===== config.mk =====
export PLATFORM = sky130hd
export DESIGN_NAME = thick_line_span_rasterizer
export DESIGN_NICKNAME = d
export VERILOG_FILES = /design/src/hw/rtl/tlsr_pkg.sv /design/src/hw/rtl/thick_line_span_rasterizer.sv /design/src/hw/rtl/tlsr_span_unit.sv /design/src/hw/rtl/tlsr_circle_seq.sv /design/src/hw/rtl/tlsr_line_state.sv
export VERILOG_INCLUDE_DIRS = /design/src /design/src/hw/rtl
export SDC_FILE = /design/constraint.sdc
export NUM_CORES = 1
export LEC_CHECK = 0
export BUFFER_PORTS_ARGS = -buffer_cell sky130_fd_sc_hd__buf_4
export CELL_PAD_IN_SITES_DETAIL_PLACEMENT = 0
export CELL_PAD_IN_SITES_GLOBAL_PLACEMENT = 1
export CORE_UTILIZATION = 35
export CTS_CLUSTER_SIZE = 8
export DETAILED_ROUTE_END_ITERATION = 8
export PLACE_DENSITY_LB_ADDON = 0.15
export SLEW_MARGIN = 15
export SYNTH_ARGS = -nofsm -noshare
export SYNTH_HDL_FRONTEND = slang
export SYNTH_HIERARCHICAL = 1
export SYNTH_SLANG_ARGS = --single-unit
export TNS_END_PERCENT = 5

===== constraint.sdc =====
create_clock -name clk -period 8.3 [get_ports clk]
set_input_delay 1.245 -clock clk [delete_from_list [all_inputs] [get_ports clk]]
set_output_delay 1.245 -clock clk [all_outputs]
set_load 0.02 [all_outputs]

===== src/hw/rtl/thick_line_span_rasterizer_defines.svh =====
`ifndef THICK_LINE_SPAN_RASTERIZER_DEFINES_SVH
`define THICK_LINE_SPAN_RASTERIZER_DEFINES_SVH

// same-cycle implication, sampled on clk, off during reset
`define TLSR_ASSERT_NOW(lbl, ante, cons, msg) \
  lbl: assert property (@(posedge clk) disable iff (!rst_n) (ante) |-> (cons)) else $error(msg);

// next-cycle implication, sampled on clk, off during reset
`define TLSR_ASSERT_NEXT(lbl, ante, cons, msg) \
  lbl: assert property (@(posedge clk) disable iff (!rst_n) (ante) |=> (cons)) else $error(msg);

`endif


===== src/hw/rtl/tlsr_pkg.sv =====
`timescale 1ns / 1ps
`default_nettype none

package tlsr_pkg;

  localparam int COORD_BITS = 16;
  localparam int RADIUS_W   = 5;
  localparam int RADIUS_MAX = 31;
  localparam int MAX_RES    = 63;
  localparam int CNT_W      = 6;
  localparam int SQ_W       = 10;
  localparam int ERR_W      = 18;
  localparam int LEFT_W     = 17;

  localparam logic REQ_LOAD = 1'b0;
  localparam logic REQ_STEP = 1'b1;

  // r*707/1000 + 1
  localparam logic [RADIUS_W-1:0] IMAX_TBL [32] = '{
    5'd1,  5'd1,  5'd2,  5'd3,  5'd3,  5'd4,  5'd5,  5'd5,
    5'd6,  5'd7,  5'd8,  5'd8,  5'd9,  5'd10, 5'd10, 5'd11,
    5'd12, 5'd13, 5'd13, 5'd14, 5'd15, 5'd15, 5'd16, 5'd17,
    5'd17, 5'd18, 5'd19, 5'd20, 5'd20, 5'd21, 5'd22, 5'd22
  };

  typedef enum logic [1:0] {
    DIR_NONE = 2'd0,
    DIR_INC  = 2'd1,
    DIR_DEC  = 2'd2
  } dir_t;

  typedef enum logic [2:0] {
    S_IDLE,
    S_TOP,
    S_CHK,
    S_UP,
    S_UN,
    S_DN1,
    S_DN2,
    S_FIN
  } seq_state_t;

  typedef struct packed {
    logic                  req_type;
    logic [COORD_BITS-1:0] start_x;
    logic [COORD_BITS-1:0] start_y;
    logic [COORD_BITS-1:0] end_x;
    logic [COORD_BITS-1:0] end_y;
    logic [RADIUS_W-1:0]   brush_radius;
    logic [15:0]           pen_color;
  } in_item_t;

  typedef struct packed {
    logic [COORD_BITS-1:0] span_left;
    logic [COORD_BITS-1:0] span_right;
    logic [COORD_BITS-1:0] span_row;
    logic [15:0]           span_color;
    logic                  span_valid;
    logic                  last_of_step;
    logic                  line_done;
  } out_item_t;

  typedef struct packed {
    logic                  draw;
    logic                  done;
    logic [COORD_BITS-1:0] cx;
    logic [COORD_BITS-1:0] cy;
    logic [RADIUS_W-1:0]   radius;
    logic [15:0]           color;
  } step_cmd_t;

  typedef struct packed {
    logic [COORD_BITS-1:0] cx;
    logic [COORD_BITS-1:0] cy;
    logic [RADIUS_W-1:0]   half_w;
    logic [RADIUS_W-1:0]   row_off;
    logic                  row_neg;
  } span_req_t;

  typedef struct packed {
    logic [COORD_BITS-1:0] left;
    logic [COORD_BITS-1:0] right;
    logic [COORD_BITS-1:0] row;
    logic                  nz;
  } span_res_t;

endpackage

`default_nettype wire


===== src/hw/rtl/thick_line_span_rasterizer.sv =====
`timescale 1ns / 1ps
`default_nettype none

// Thick line span rasterizer.
// Input channel in_valid/in_stall/in_data carries load and step items. A load
// stores endpoints, brush radius and color and gives no result.
// A step emits the horizontal spans of the filled brush circle at the current
// line point, then advances the point. Results leave on out_valid/out_stall/
// out_data, one per cycle at most; the last one of a step has last_of_step set.
// A step without spans (inactive line or radius 0) gives one status item.
// Step order: the line state registers the step command and advances the
// line point, then the circle sequencer emits the top span and, for each row
// up to imax = r*707/1000+1, runs a check, an upper cap span pair when the
// check calls for one and two lower spans, then a final state; r=31 gives
// 63 spans. The span unit is shared by all span states. A step with no
// circle goes from idle straight to the final state. in_stall stays high while a
// step is in progress. The result register holds its item while out_stall is
// high; the sequencer waits whenever a new span finds both the hold stage and
// the output full, which adds those stall cycles to the step.
// Synchronous reset clears the line state (no active line) and all pending
// results.

module thick_line_span_rasterizer import tlsr_pkg::*; (
  input  logic      clk,
  input  logic      rst_n,
  input  logic      in_valid,
  output logic      in_stall,
  input  in_item_t  in_data,
  output logic      out_valid,
  input  logic      out_stall,
  output out_item_t out_data
);

  logic      in_acc;
  logic      cmd_valid;
  step_cmd_t cmd;
  logic      seq_busy;

  assign in_stall = seq_busy || cmd_valid;
  assign in_acc   = in_valid && !in_stall;

  tlsr_line_state u_line (
    .clk       (clk),
    .rst_n     (rst_n),
    .in_acc    (in_acc),
    .in_item   (in_data),
    .cmd_valid (cmd_valid),
    .cmd       (cmd)
  );

  tlsr_circle_seq u_seq (
    .clk       (clk),
    .rst_n     (rst_n),
    .cmd_valid (cmd_valid),
    .cmd       (cmd),
    .busy      (seq_busy),
    .out_valid (out_valid),
    .out_stall (out_stall),
    .out_data  (out_data)
  );

endmodule

`default_nettype wire


===== src/hw/rtl/tlsr_span_unit.sv =====
`timescale 1ns / 1ps
`default_nettype none

module tlsr_span_unit import tlsr_pkg::*; (
  input  span_req_t req,
  output span_res_t res
);

  logic [COORD_BITS-1:0] hw_ext;
  logic [COORD_BITS-1:0] ro_ext;

  assign hw_ext = COORD_BITS'(req.half_w);
  assign ro_ext = COORD_BITS'(req.row_off);

  // span of length 2*half_w centered on cx: [cx-half_w, cx+half_w-1]
  always_comb begin
    res.left  = req.cx - hw_ext;
    res.right = req.cx + hw_ext - COORD_BITS'(1);
    res.row   = req.row_neg ? (req.cy - ro_ext) : (req.cy + ro_ext);
    res.nz    = (req.half_w != '0);
  end

endmodule

`default_nettype wire


===== src/hw/rtl/tlsr_circle_seq.sv =====
`timescale 1ns / 1ps
`default_nettype none

`include "thick_line_span_rasterizer_defines.svh"

module tlsr_circle_seq import tlsr_pkg::*; (
  input  logic      clk,
  input  logic      rst_n,
  input  logic      cmd_valid,
  input  step_cmd_t cmd,
  output logic      busy,
  output logic      out_valid,
  input  logic      out_stall,
  output out_item_t out_data
);

  seq_state_t            state_r, state_nxt;
  logic [COORD_BITS-1:0] cx_r, cx_nxt;
  logic [COORD_BITS-1:0] cy_r, cy_nxt;
  logic [RADIUS_W-1:0]   r_r, r_nxt;
  logic [15:0]           col_r, col_nxt;
  logic                  done_r, done_nxt;
  logic [RADIUS_W-1:0]   imax_r, imax_nxt;
  logic [SQ_W-1:0]       sqmax_r, sqmax_nxt;
  logic [RADIUS_W-1:0]   i_r, i_nxt;
  logic [RADIUS_W-1:0]   x_r, x_nxt;
  logic [CNT_W-1:0]      cnt_r, cnt_nxt;
  logic                  held_v_r, held_v_nxt;
  out_item_t             held_r, held_nxt;
  logic                  out_valid_r, out_valid_nxt;
  out_item_t             out_r, out_nxt;

  span_req_t  sreq;
  span_res_t  sres;
  out_item_t  span_item;
  out_item_t  push_item;
  logic       push;
  logic       span_st;
  logic       gen;
  logic       blocked;
  logic       out_free;
  logic       cond;
  logic       x_big;
  logic [SQ_W:0] sq_sum;

  tlsr_span_unit u_span (
    .req (sreq),
    .res (sres)
  );

  assign out_free  = !out_valid_r || !out_stall;
  assign span_st   = (state_r == S_TOP) || (state_r == S_UP) || (state_r == S_UN) ||
                     (state_r == S_DN1) || (state_r == S_DN2);
  assign gen       = span_st && sres.nz && (cnt_r != CNT_W'(MAX_RES));
  assign blocked   = gen && held_v_r && !out_free;
  assign sq_sum    = ({6'b0, i_r} * {6'b0, i_r}) + ({6'b0, x_r} * {6'b0, x_r});
  assign cond      = sq_sum > {1'b0, sqmax_r};
  assign x_big     = x_r > imax_r;

  always_comb begin
    sreq.cx      = cx_r;
    sreq.cy      = cy_r;
    sreq.half_w  = x_r;
    sreq.row_off = i_r;
    sreq.row_neg = 1'b0;
    case (state_r)
      S_TOP: begin
        sreq.half_w  = r_r;
        sreq.row_off = '0;
      end
      S_UP: begin
        sreq.half_w  = i_r - RADIUS_W'(1);
        sreq.row_off = x_r;
      end
      S_UN: begin
        sreq.half_w  = i_r - RADIUS_W'(1);
        sreq.row_off = x_r;
        sreq.row_neg = 1'b1;
      end
      S_DN2: begin
        sreq.row_neg = 1'b1;
      end
      default: begin
      end
    endcase
  end

  always_comb begin
    span_item.span_left    = sres.left;
    span_item.span_right   = sres.right;
    span_item.span_row     = sres.row;
    span_item.span_color   = col_r;
    span_item.span_valid   = 1'b1;
    span_item.last_of_step = 1'b0;
    span_item.line_done    = done_r;
  end

  // next state
  always_comb begin
    state_nxt = state_r;
    case (state_r)
      S_IDLE: begin
        if (cmd_valid) begin
          state_nxt = cmd.draw ? S_TOP : S_FIN;
        end
      end
      S_TOP: begin
        if (!blocked) state_nxt = S_CHK;
      end
      S_CHK: begin
        state_nxt = (cond && x_big) ? S_UP : S_DN1;
      end
      S_UP: begin
        if (!blocked) state_nxt = S_UN;
      end
      S_UN: begin
        if (!blocked) state_nxt = S_DN1;
      end
      S_DN1: begin
        if (!blocked) state_nxt = S_DN2;
      end
      S_DN2: begin
        if (!blocked) state_nxt = (i_r == imax_r) ? S_FIN : S_CHK;
      end
      S_FIN: begin
        if (out_free) state_nxt = S_IDLE;
      end
      default: state_nxt = S_IDLE;
    endcase
  end

  // datapath and outputs
  always_comb begin
    cx_nxt     = cx_r;
    cy_nxt     = cy_r;
    r_nxt      = r_r;
    col_nxt    = col_r;
    done_nxt   = done_r;
    imax_nxt   = imax_r;
    sqmax_nxt  = sqmax_r;
    i_nxt      = i_r;
    x_nxt      = x_r;
    cnt_nxt    = cnt_r;
    held_v_nxt = held_v_r;
    held_nxt   = held_r;
    push       = 1'b0;
    push_item  = held_r;
    case (state_r)
      S_IDLE: begin
        if (cmd_valid) begin
          cx_nxt     = cmd.cx;
          cy_nxt     = cmd.cy;
          r_nxt      = cmd.radius;
          col_nxt    = cmd.color;
          done_nxt   = cmd.done;
          imax_nxt   = IMAX_TBL[cmd.radius];
          sqmax_nxt  = (SQ_W'(cmd.radius) * SQ_W'(cmd.radius)) +
                       SQ_W'(cmd.radius >> 1);
          i_nxt      = RADIUS_W'(1);
          x_nxt      = cmd.radius;
          cnt_nxt    = '0;
          held_v_nxt = 1'b0;
        end
      end
      S_CHK: begin
        if (cond && !x_big && (x_r != '0)) x_nxt = x_r - RADIUS_W'(1);
      end
      S_FIN: begin
        if (out_free) begin
          push       = 1'b1;
          held_v_nxt = 1'b0;
          if (held_v_r) begin
            push_item              = held_r;
            push_item.last_of_step = 1'b1;
          end else begin
            push_item              = '0;
            push_item.last_of_step = 1'b1;
            push_item.line_done    = done_r;
          end
        end
      end
      default: begin
      end
    endcase

    if (span_st && !blocked) begin
      if (gen) begin
        held_nxt   = span_item;
        held_v_nxt = 1'b1;
        cnt_nxt    = cnt_r + CNT_W'(1);
        if (held_v_r) begin
          push      = 1'b1;
          push_item = held_r;
        end
      end
      if (state_r == S_UN) x_nxt = x_r - RADIUS_W'(1);
      if (state_r == S_DN2) i_nxt = i_r + RADIUS_W'(1);
    end

    out_valid_nxt = out_valid_r;
    out_nxt       = out_r;
    if (push) begin
      out_valid_nxt = 1'b1;
      out_nxt       = push_item;
    end else if (!out_stall) begin
      out_valid_nxt = 1'b0;
    end
  end

  always_ff @(posedge clk) begin
    if (!rst_n) begin
      state_r     <= S_IDLE;
      held_v_r    <= 1'b0;
      out_valid_r <= 1'b0;
      cnt_r       <= '0;
    end else begin
      state_r     <= state_nxt;
      held_v_r    <= held_v_nxt;
      out_valid_r <= out_valid_nxt;
      cnt_r       <= cnt_nxt;
    end
  end

  always_ff @(posedge clk) begin
    cx_r    <= cx_nxt;
    cy_r    <= cy_nxt;
    r_r     <= r_nxt;
    col_r   <= col_nxt;
    done_r  <= done_nxt;
    imax_r  <= imax_nxt;
    sqmax_r <= sqmax_nxt;
    i_r     <= i_nxt;
    x_r     <= x_nxt;
    held_r  <= held_nxt;
    out_r   <= out_nxt;
  end

  assign busy      = (state_r != S_IDLE);
  assign out_valid = out_valid_r;
  assign out_data  = out_r;

  `TLSR_ASSERT_NOW(a_idle_no_held, state_r == S_IDLE, !held_v_r, "held span left in idle")
  `TLSR_ASSERT_NOW(a_held_counted, held_v_r, cnt_r != '0, "held span without count")
  `TLSR_ASSERT_NOW(a_x_bound, span_st || state_r == S_CHK, x_r <= r_r, "x above radius")
  `TLSR_ASSERT_NOW(a_i_bound, span_st || state_r == S_CHK, i_r <= imax_r, "i past imax")
  `TLSR_ASSERT_NEXT(a_fin_exit, state_r == S_FIN && out_free, state_r == S_IDLE && out_valid_r && out_r.last_of_step, "step not closed")

endmodule

`default_nettype wire


===== src/hw/rtl/tlsr_line_state.sv =====
`timescale 1ns / 1ps
`default_nettype none

module tlsr_line_state import tlsr_pkg::*; (
  input  logic      clk,
  input  logic      rst_n,
  input  logic      in_acc,
  input  in_item_t  in_item,
  output logic      cmd_valid,
  output step_cmd_t cmd
);

  logic                  active_r, active_nxt;
  logic [COORD_BITS-1:0] px_r, px_nxt;
  logic [COORD_BITS-1:0] py_r, py_nxt;
  logic [ERR_W-1:0]      ex_r, ex_nxt;
  logic [ERR_W-1:0]      ey_r, ey_nxt;
  logic [COORD_BITS-1:0] dx_r, dx_nxt;
  logic [COORD_BITS-1:0] dy_r, dy_nxt;
  logic [COORD_BITS-1:0] major_r, major_nxt;
  dir_t                  xdir_r, xdir_nxt;
  dir_t                  ydir_r, ydir_nxt;
  logic [LEFT_W-1:0]     left_r, left_nxt;
  logic [RADIUS_W-1:0]   radius_r, radius_nxt;
  logic [15:0]           color_r, color_nxt;
  logic                  cmd_valid_r, cmd_valid_nxt;
  step_cmd_t             cmd_r, cmd_nxt;

  logic [COORD_BITS:0]   ddx, ddy;
  logic [COORD_BITS-1:0] ldx, ldy, lmajor;
  dir_t                  lxdir, lydir;
  logic [COORD_BITS-1:0] rad_ext;
  logic                  reject;
  logic [ERR_W-1:0]      sum_x, sum_y, maj_ext;
  logic                  hit_x, hit_y;
  logic [LEFT_W-1:0]     left_dec;

  function automatic logic [COORD_BITS-1:0] move(input logic [COORD_BITS-1:0] p,
                                                 input dir_t d);
    logic [COORD_BITS-1:0] q;
    case (d)
      DIR_INC: q = p + COORD_BITS'(1);
      DIR_DEC: q = p - COORD_BITS'(1);
      default: q = p;
    endcase
    return q;
  endfunction

  always_comb begin
    ddx = {1'b0, in_item.end_x} - {1'b0, in_item.start_x};
    ddy = {1'b0, in_item.end_y} - {1'b0, in_item.start_y};
    if (ddx[COORD_BITS]) begin
      ldx   = in_item.start_x - in_item.end_x;
      lxdir = DIR_DEC;
    end else begin
      ldx   = ddx[COORD_BITS-1:0];
      lxdir = (ddx == '0) ? DIR_NONE : DIR_INC;
    end
    if (ddy[COORD_BITS]) begin
      ldy   = in_item.start_y - in_item.end_y;
      lydir = DIR_DEC;
    end else begin
      ldy   = ddy[COORD_BITS-1:0];
      lydir = (ddy == '0) ? DIR_NONE : DIR_INC;
    end
    lmajor  = (ldx > ldy) ? ldx : ldy;
    rad_ext = COORD_BITS'(in_item.brush_radius);
    reject  = (in_item.start_x < rad_ext) || (in_item.end_x < rad_ext) ||
              (in_item.start_y < rad_ext) || (in_item.end_y < rad_ext);
  end

  always_comb begin
    maj_ext  = ERR_W'(major_r);
    sum_x    = ex_r + ERR_W'(dx_r);
    sum_y    = ey_r + ERR_W'(dy_r);
    hit_x    = sum_x > maj_ext;
    hit_y    = sum_y > maj_ext;
    left_dec = (left_r != '0) ? (left_r - LEFT_W'(1)) : '0;
  end

  always_comb begin
    active_nxt    = active_r;
    px_nxt        = px_r;
    py_nxt        = py_r;
    ex_nxt        = ex_r;
    ey_nxt        = ey_r;
    dx_nxt        = dx_r;
    dy_nxt        = dy_r;
    major_nxt     = major_r;
    xdir_nxt      = xdir_r;
    ydir_nxt      = ydir_r;
    left_nxt      = left_r;
    radius_nxt    = radius_r;
    color_nxt     = color_r;
    cmd_valid_nxt = 1'b0;
    cmd_nxt       = cmd_r;
    if (in_acc) begin
      if (in_item.req_type == REQ_LOAD) begin
        radius_nxt = in_item.brush_radius;
        color_nxt  = in_item.pen_color;
        px_nxt     = in_item.start_x;
        py_nxt     = in_item.start_y;
        ex_nxt     = '0;
        ey_nxt     = '0;
        dx_nxt     = ldx;
        dy_nxt     = ldy;
        xdir_nxt   = lxdir;
        ydir_nxt   = lydir;
        major_nxt  = lmajor;
        active_nxt = !reject;
        left_nxt   = reject ? '0 : (LEFT_W'(lmajor) + LEFT_W'(2));
      end else begin
        cmd_valid_nxt = 1'b1;
        cmd_nxt.cx     = px_r;
        cmd_nxt.cy     = py_r;
        cmd_nxt.radius = radius_r;
        cmd_nxt.color  = color_r;
        cmd_nxt.draw   = active_r && (radius_r != '0);
        cmd_nxt.done   = 1'b1;
        if (active_r) begin
          ex_nxt = hit_x ? (sum_x - maj_ext) : sum_x;
          ey_nxt = hit_y ? (sum_y - maj_ext) : sum_y;
          if (hit_x) px_nxt = move(px_r, xdir_r);
          if (hit_y) py_nxt = move(py_r, ydir_r);
          left_nxt     = left_dec;
          active_nxt   = (left_dec != '0);
          cmd_nxt.done = (left_dec == '0);
        end
      end
    end
  end

  always_ff @(posedge clk) begin
    if (!rst_n) begin
      active_r    <= 1'b0;
      px_r        <= '0;
      py_r        <= '0;
      ex_r        <= '0;
      ey_r        <= '0;
      dx_r        <= '0;
      dy_r        <= '0;
      major_r     <= '0;
      xdir_r      <= DIR_NONE;
      ydir_r      <= DIR_NONE;
      left_r      <= '0;
      radius_r    <= '0;
      color_r     <= '0;
      cmd_valid_r <= 1'b0;
    end else begin
      active_r    <= active_nxt;
      px_r        <= px_nxt;
      py_r        <= py_nxt;
      ex_r        <= ex_nxt;
      ey_r        <= ey_nxt;
      dx_r        <= dx_nxt;
      dy_r        <= dy_nxt;
      major_r     <= major_nxt;
      xdir_r      <= xdir_nxt;
      ydir_r      <= ydir_nxt;
      left_r      <= left_nxt;
      radius_r    <= radius_nxt;
      color_r     <= color_nxt;
      cmd_valid_r <= cmd_valid_nxt;
    end
  end

  always_ff @(posedge clk) begin
    cmd_r <= cmd_nxt;
  end

  assign cmd_valid = cmd_valid_r;
  assign cmd       = cmd_r;

endmodule

`default_nettype wire

==> results of run 1 <==
-- worst paths after layout --
kind         cells past startpoint  slack, ps                end
max reg2reg                     22       1720       u_seq/x_r[0]
max                             28        920  u_line/left_r[13]
min reg2reg                      0        400     u_seq/cy_r[14]
min                              0        400     u_seq/cy_r[14]
-- kinds of logic after synthesis --
kind of cell | after synthesis
and+or+nand+nor | 1048
AOI/OAI and AO/OA | 909
DFF | 437
buffers and inverters | 433
adders and majority gates | 349
xor gates and xnor gates | 188
muxes | 75
-- worst max-delay path: cells and delay by family --
| family | cells | cell delay, ps |
|---|---|---|
| AND/OR/NAND/NOR | 9 | 2540 |
| adder cells (fa/ha/maj) | 4 | 1230 |
| AO/OA/AOI/OAI | 9 | 2060 |
| buffers and inverters | 5 | 570 |
| XOR/XNOR | 1 | 280 |
-- through the flow --
| stage | power (mW) | cells | hold slack (ps) | setup slack, ps | util |
|---|---|---|---|---|---|
| final | 13.74 | 4785 | 403.3 | 921.8 | 0.4039 |
| after global routing | 14.99 | 4785 | 410.8 | 540.3 | 0.4039 |
| after detailed placement | 11.30 | 4676 | 404.5 | 357.4 | 0.3817 |
| after CTS | 13.91 | 4785 | 397.5 | 997.4 | 0.4039 |
| after floorplan | 9.172 | 3439 | 400.3 | 675.3 | - |
| after global placement | 11.34 | 4676 | 400.3 | 501.1 | 0.3817 |
-- power by group --
group	switching (mW)	leakage (nW)	internal, mW
combinational	4.70	10.2	3.24
sequential	0.293	3.85	2.99
clock	1.01	0.929	1.50
-- final cells by class --
| type | count | share of cell area |
|---|---|---|
| Multi-Input combinational cell | 2569 | 0.5119 |
| Sequential cell | 437 | 0.3169 |
| Timing Repair Buffer | 212 | 0.04459 |
| Clock inverter | 10 | 0.004803 |
| Tap cell | 1165 | 0.04084 |
| Clock buffer | 99 | 0.05003 |
| Inverter | 293 | 0.03089 |
-- cell usage after synthesis (all sizes together), types with 74 or more instances --
cell | number | area (um2)
inv | 289 | 1085
nor3 | 94 | 470.5
nor2 | 263 | 994.7
a21o | 74 | 555.5
edfxtp | 256 | 7687
nor2b | 113 | 706.9
nand2 | 268 | 1008
xnor2 | 136 | 1191
a21oi | 269 | 1350
clkbuf | 113 | 426.7
ha | 308 | 3854
o21ai | 180 | 900.9
dfxtp | 181 | 3623
a211oi | 78 | 595.6
-- flip-flops by register name (all words and copies together) (netlist names), 17 cells and up --
signal / count
u_line/cmd: 55
u_seq/held_r: 65
u_line/ey_r: 18
u_line/ex_r: 18
u_seq/out_data: 67
u_line/left_r: 17
-- metal layers --
metal,vias to the layer above,share of wire,track usage
met5,-,0,0
met4,0,0.032,0.06889
met3,150,0.037,0.02439
met2,557,0.46,0.3432
met1,11958,0.47,0.2866
li1,12673,-,-
==> qor.txt, run 1 <==
status - finished clean
antenna-violating nets left - 0
nets - 4,018
first-pass GRT wire length - 147.0 mm
setup TNS - 0 ps
most frequent cells in the layout - ha_1 (308), inv_1 (285), a21oi_1 (268)
Synth Area in Compound Gates - 0.1912
Seq cells post-synth - 437
slew of the pin with the lowest slew margin - 1151 ps
Fillers - 8,925
Slowest-stage cell, CP - or4_1
max-cap viol count - 0
Post-synth top flop - edfxtp_1
area post-placement - 0.03373 mm2
proportion of synthesized area in mux cells - 0.02476
Seq/Total Area, Yosys - 0.3622
# hold bufs at CTS - 0
share of cells above drive strength 1 - 0.09834
CTS clock-pin slew for the worst setup and hold paths - 50 ps
Worst EP required - 8850 ps
CTS Buffer Depth - 3
DRC Markers - 0
HP Class - reg2reg
minimum clock period - 7378 ps
initial antenna violation count - 1
Die ar. - 0.09042 mm2
number of buffers created by CTS - 66
Slew Limit Fails - 0
Crit. Startpoint - in_data[21]
endpoints failing hold - 0
I/O pin count - 159
vias in the first global route - 24,619
CP Data Arrival Time - 7930 ps
r2r startpoint - u_seq/x_r[3]
Clock Sink Count - 437
synthesized netlist cell count - 3,439
post-synthesis xor/xnor area fraction - 0.05273
adder-cell share of the synthesized area - 0.1497
Die Span X - 300.7 um
root buffer cell - clkbuf_16
CTS resizes - 0
synthesis-to-layout area growth - 14.29%
Setup crit start kind - primary input
final std cell area, no fill - 0.03569 mm2
WS Path Type - in2reg
asr flop ratio synth - 0
setup repair after global routing missed its margin - false
clk_lat worst skew - 610 ps
Final Cycle Share - 0.8889
Syn. warnings - 6
max frequency - 135.5 MHz
min-delay src - u_line/cmd[35]
cell area after synthesis - 0.03123 mm2
Final Setup Violations - 0
die height - 300.7 um
critical path peak fanout - 20
library cells used by synthesis - 96
largest vdd supply drop - 418.2 uV
WL/cell - 20.06 um
Static Leak - 15.02 nW
Post-Syn Nets - 3,878
Multi-input gate area - 0.01827 mm2
Post-CTS Setup Repair Bufs - 0
commonest non-fill, non-tap cell in the layout - ha_1
port bufs - 158
DRT iter0 DRCs - 1,396
PD cells - 384.9 mW/mm2
antenna fix cells - 0
largest family of logic cells by synthesized area - compound AO/OA/AOI/OAI gates
Post-synth EDFFs - 256
Post-Syn Area per Cell - 9.080 um2
Max transition margin - 0.2276
htree depth - 3
Post-Synth Simple-Gate Area - 0.1654
DP HPWL - 74.60 mm
CP endpoint kind - register
DR pass1 iterations - 5
Row Count - 109
largest net degree at the start of global routing - 69
WL final - 96.01 mm
Final Wtd Congestion - 0.8837
core area - 0.08837 mm2
Vias per Instance - 5.295
Vias - 25,338
slowest stage delay, CP - 570 ps
Layout Skew - 40.48 ps
GR Util All Layers - 0.2097
grt total ovfl - 0
Storage cell area - 0.01131 mm2
TritonCTS clock tree - done
Initial Utilization - 0.3534
No activity file was read; power rests on OpenSTA's default activity.
==> inputs of run 2 (changes only) <==
- ABC_AREA: default -> 1
==> run 2 against run 1 <==
Compared with the run above:
- sequential power is 2% higher
- register-to-register slack better by 510 ps
- sequential share of layout area increased by 0.29 points
- worst setup slack better by 1300 ps
- largest cell class unchanged
- maximum frequency grew 22%
- critical path depth fell by 1
- highest routed layer is now met5
==> qor.txt, run 2 <==
TritonCTS clock tree - done
share of cells above drive strength 1 - 0.09946
slowest stage delay, CP - 650 ps
Yosys top cell area share - 0.2471
CTS clock-pin slew for the worst setup and hold paths - 50 ps
Multi-input gate area - 0.01667 mm2
Logic pwr share - 0.555
Seq cells post-synth - 437
most frequent cells in the layout - nand2_1 (751), inv_1 (658), nor2_1 (319)
CP endpoint kind - register
die height - 300.2 um
Final Wtd Congestion - 0.8962
Post-synth top flop - edfxtp_1
Seq pwr share - 0.250
placed cell count - 5,149
library cells used by synthesis - 71
largest vdd supply drop - 318.8 uV
Post-Layout Cell Count - 5,268
Post-Syn Nets - 4,364
Max transition margin - 0.3300
max-cap viol count - 0
max frequency - 164.7 MHz
Final Cycle Share - 0.7316
number of buffers created by CTS - 67
area post-placement - 0.03336 mm2
CP Data Arrival Time - 6580 ps
antenna-violating nets left - 0
WS Path Type - reg2reg
Final Setup Violations - 0
HP Class - reg2reg
cell taking the most area after synthesis - edfxtp_1
Seq/Total Area, Yosys - 0.3635
core area - 0.08743 mm2
synthesized netlist cell count - 3,925
minimum clock period - 6073 ps
setup repair after global routing missed its margin - false
cell area after synthesis - 0.03111 mm2
endpoints failing hold - 0
Worst EP required - 8810 ps
commonest non-fill, non-tap cell in the layout - nand2_1
most common cell in the netlist - nand2_1
nets - 4,502
largest cells by area after synthesis - edfxtp_1 (25%), ha_1 (12%), dfxtp_1 (12%)
family with the most delay on the worst path - adder cells
vias in the first global route - 24,980
initial antenna violation count - 4
final std cell area, no fill - 0.03537 mm2
WL final - 90.64 mm
Row Count - 108
Slowest-stage cell, CP - dfxtp_1
htree depth - 3
Worst Path Buf+Inv - 3
Post-CTS Setup Repair Bufs - 0
top cells by instance count after synthesis - nand2_1 (752), inv_1 (660), nor2_1 (320), ha_1 (308), a21oi_1 (299)
DR pass1 iterations - 8
max reg flops - 67
root buffer cell - clkbuf_16
status - finished clean
Post-Syn Area per Cell - 7.927 um2
first-pass GRT wire length - 141.8 mm
grt total ovfl - 0
Setup crit start kind - register
DRT iter0 DRCs - 1,307
Layout Skew - 26.20 ps
Syn. warnings - 6
Sw Ratio - 0.4592
CTS Buffer Depth - 3
clk_lat worst skew - 620 ps
Clock Sink Count - 437
DP HPWL - 70.71 mm
# hold bufs at CTS - 0
Fillers - 9,053
PD cells - 375.9 mW/mm2
Static Leak - 16.82 nW
Internal - 7.189 mW
Post-synth EDFFs - 256
largest net degree at the start of global routing - 84
asr flop ratio synth - 0
CTS resizes - 0
Initial Utilization - 0.3559
setup TNS - 0 ps
synthesis-to-layout area growth - 13.66%
Die Span X - 300.2 um
Vias - 25,372
Storage cell area - 0.01131 mm2
port bufs - 158
CP dominant cell by count - nand2_1
I/O pin count - 159
GR Util All Layers - 0.2013
slew of the pin with the lowest slew margin - 1004 ps
Die ar. - 0.09010 mm2
Vias per Instance - 4.816
NetSw - 6.104 mW
DRC Markers - 0
Clk network pwr share - 0.195
WL/cell - 17.21 um
critical path peak fanout - 9
Slew Limit Fails - 0
-- run 2: kinds of logic (layout without fill, tap and decap cells) --
group	Yosys count	after routing	synth area share
compound gates	732	732	0.1339
simple gates	1431	1431	0.2001
xor+xnor	177	177	0.05006
flops	437	437	0.3635
fa+ha+maj	349	349	0.1502
buf+inv	797	984	0.1015
other cells	0	1	0
mux	2	2	0.0006434
-- run 2: per-layer routing --
layer  global-route usage  vias to the layer above  part of all wire
li1                     -                    13159                 -
met1               0.2644                    11688              0.46
met2               0.3435                      402              0.48
met3              0.02739                      119             0.037
met4              0.05734                        4             0.022
met5                    0                        -           0.00030
-- run 2: cell type report --
class | instances | area share
Tap cell | 1155 | 0.04086
Timing Repair Buffer | 182 | 0.03863
Multi-Input combinational cell | 2691 | 0.4713
Antenna cell | 1 | 0.00007076
Sequential cell | 437 | 0.3198
Inverter | 684 | 0.07274
Clock inverter | 10 | 0.003679
Clock buffer | 108 | 0.05293
-- run 2: final timing paths --
kind	cells past startpoint	endpoint	slack, ps	startpoint
setup / recovery	27	u_seq/x_r[3]	2230	u_seq/x_r[1]
hold / removal	0	u_seq/cx_r[12]	410	u_line/cmd[49]
setup reg to reg	27	u_seq/x_r[3]	2230	u_seq/x_r[1]
hold reg to reg	0	u_seq/cx_r[12]	410	u_line/cmd[49]
-- run 2: metrics by stage --
| step | utilization | total power [mW] | setup WS [ps] | hold WS [ps] |
|---|---|---|---|---|
| after global routing | 0.4045 | 14.65 | 1656 | 415.3 |
| final | 0.4045 | 13.29 | 2227 | 409.2 |
| after global placement | 0.3816 | 10.81 | 1642 | 400.5 |
| after CTS | 0.4045 | 13.49 | 2142 | 410.3 |
| after detailed placement | 0.3816 | 10.80 | 1635 | 404.5 |
| after floorplan | - | 8.818 | 932.4 | 400.3 |
-- run 2: worst reg2reg max path, stage by stage, from the launching register on --
cell and delay (ps):
dfxtp_1 650, nand2_1 180, inv_1 100, fa_1 440, fa_1 550, inv_1 50, fa_1 530, inv_1 50
fa_1 480, fa_1 490, ha_1 360, a21oi_1 160, nand2_1 100, a21oi_1 140, o21bai_1 110, nand2_1 70
nand2_1 50, a21oi_1 150, xnor2_1 160, ha_1 270, nand4_1 170, nand3_1 120, nor2_1 270, nand2_1 90
nand3_1 70, nand2_1 50, nand2_1 60, nand2_1 40
-- run 2: power by group through the flow --
stage | sequential [mW] | clock, mW | combinational (mW)
2_1_floorplan | 3.40 | 0 | 5.42
3_3_place_gp | 3.37 | 0 | 7.44
3_5_place_dp | 3.38 | 0 | 7.43
4_1_cts | 3.34 | 2.69 | 7.47
5_1_grt | 3.38 | 2.77 | 8.50
6_report | 3.33 | 2.59 | 7.37
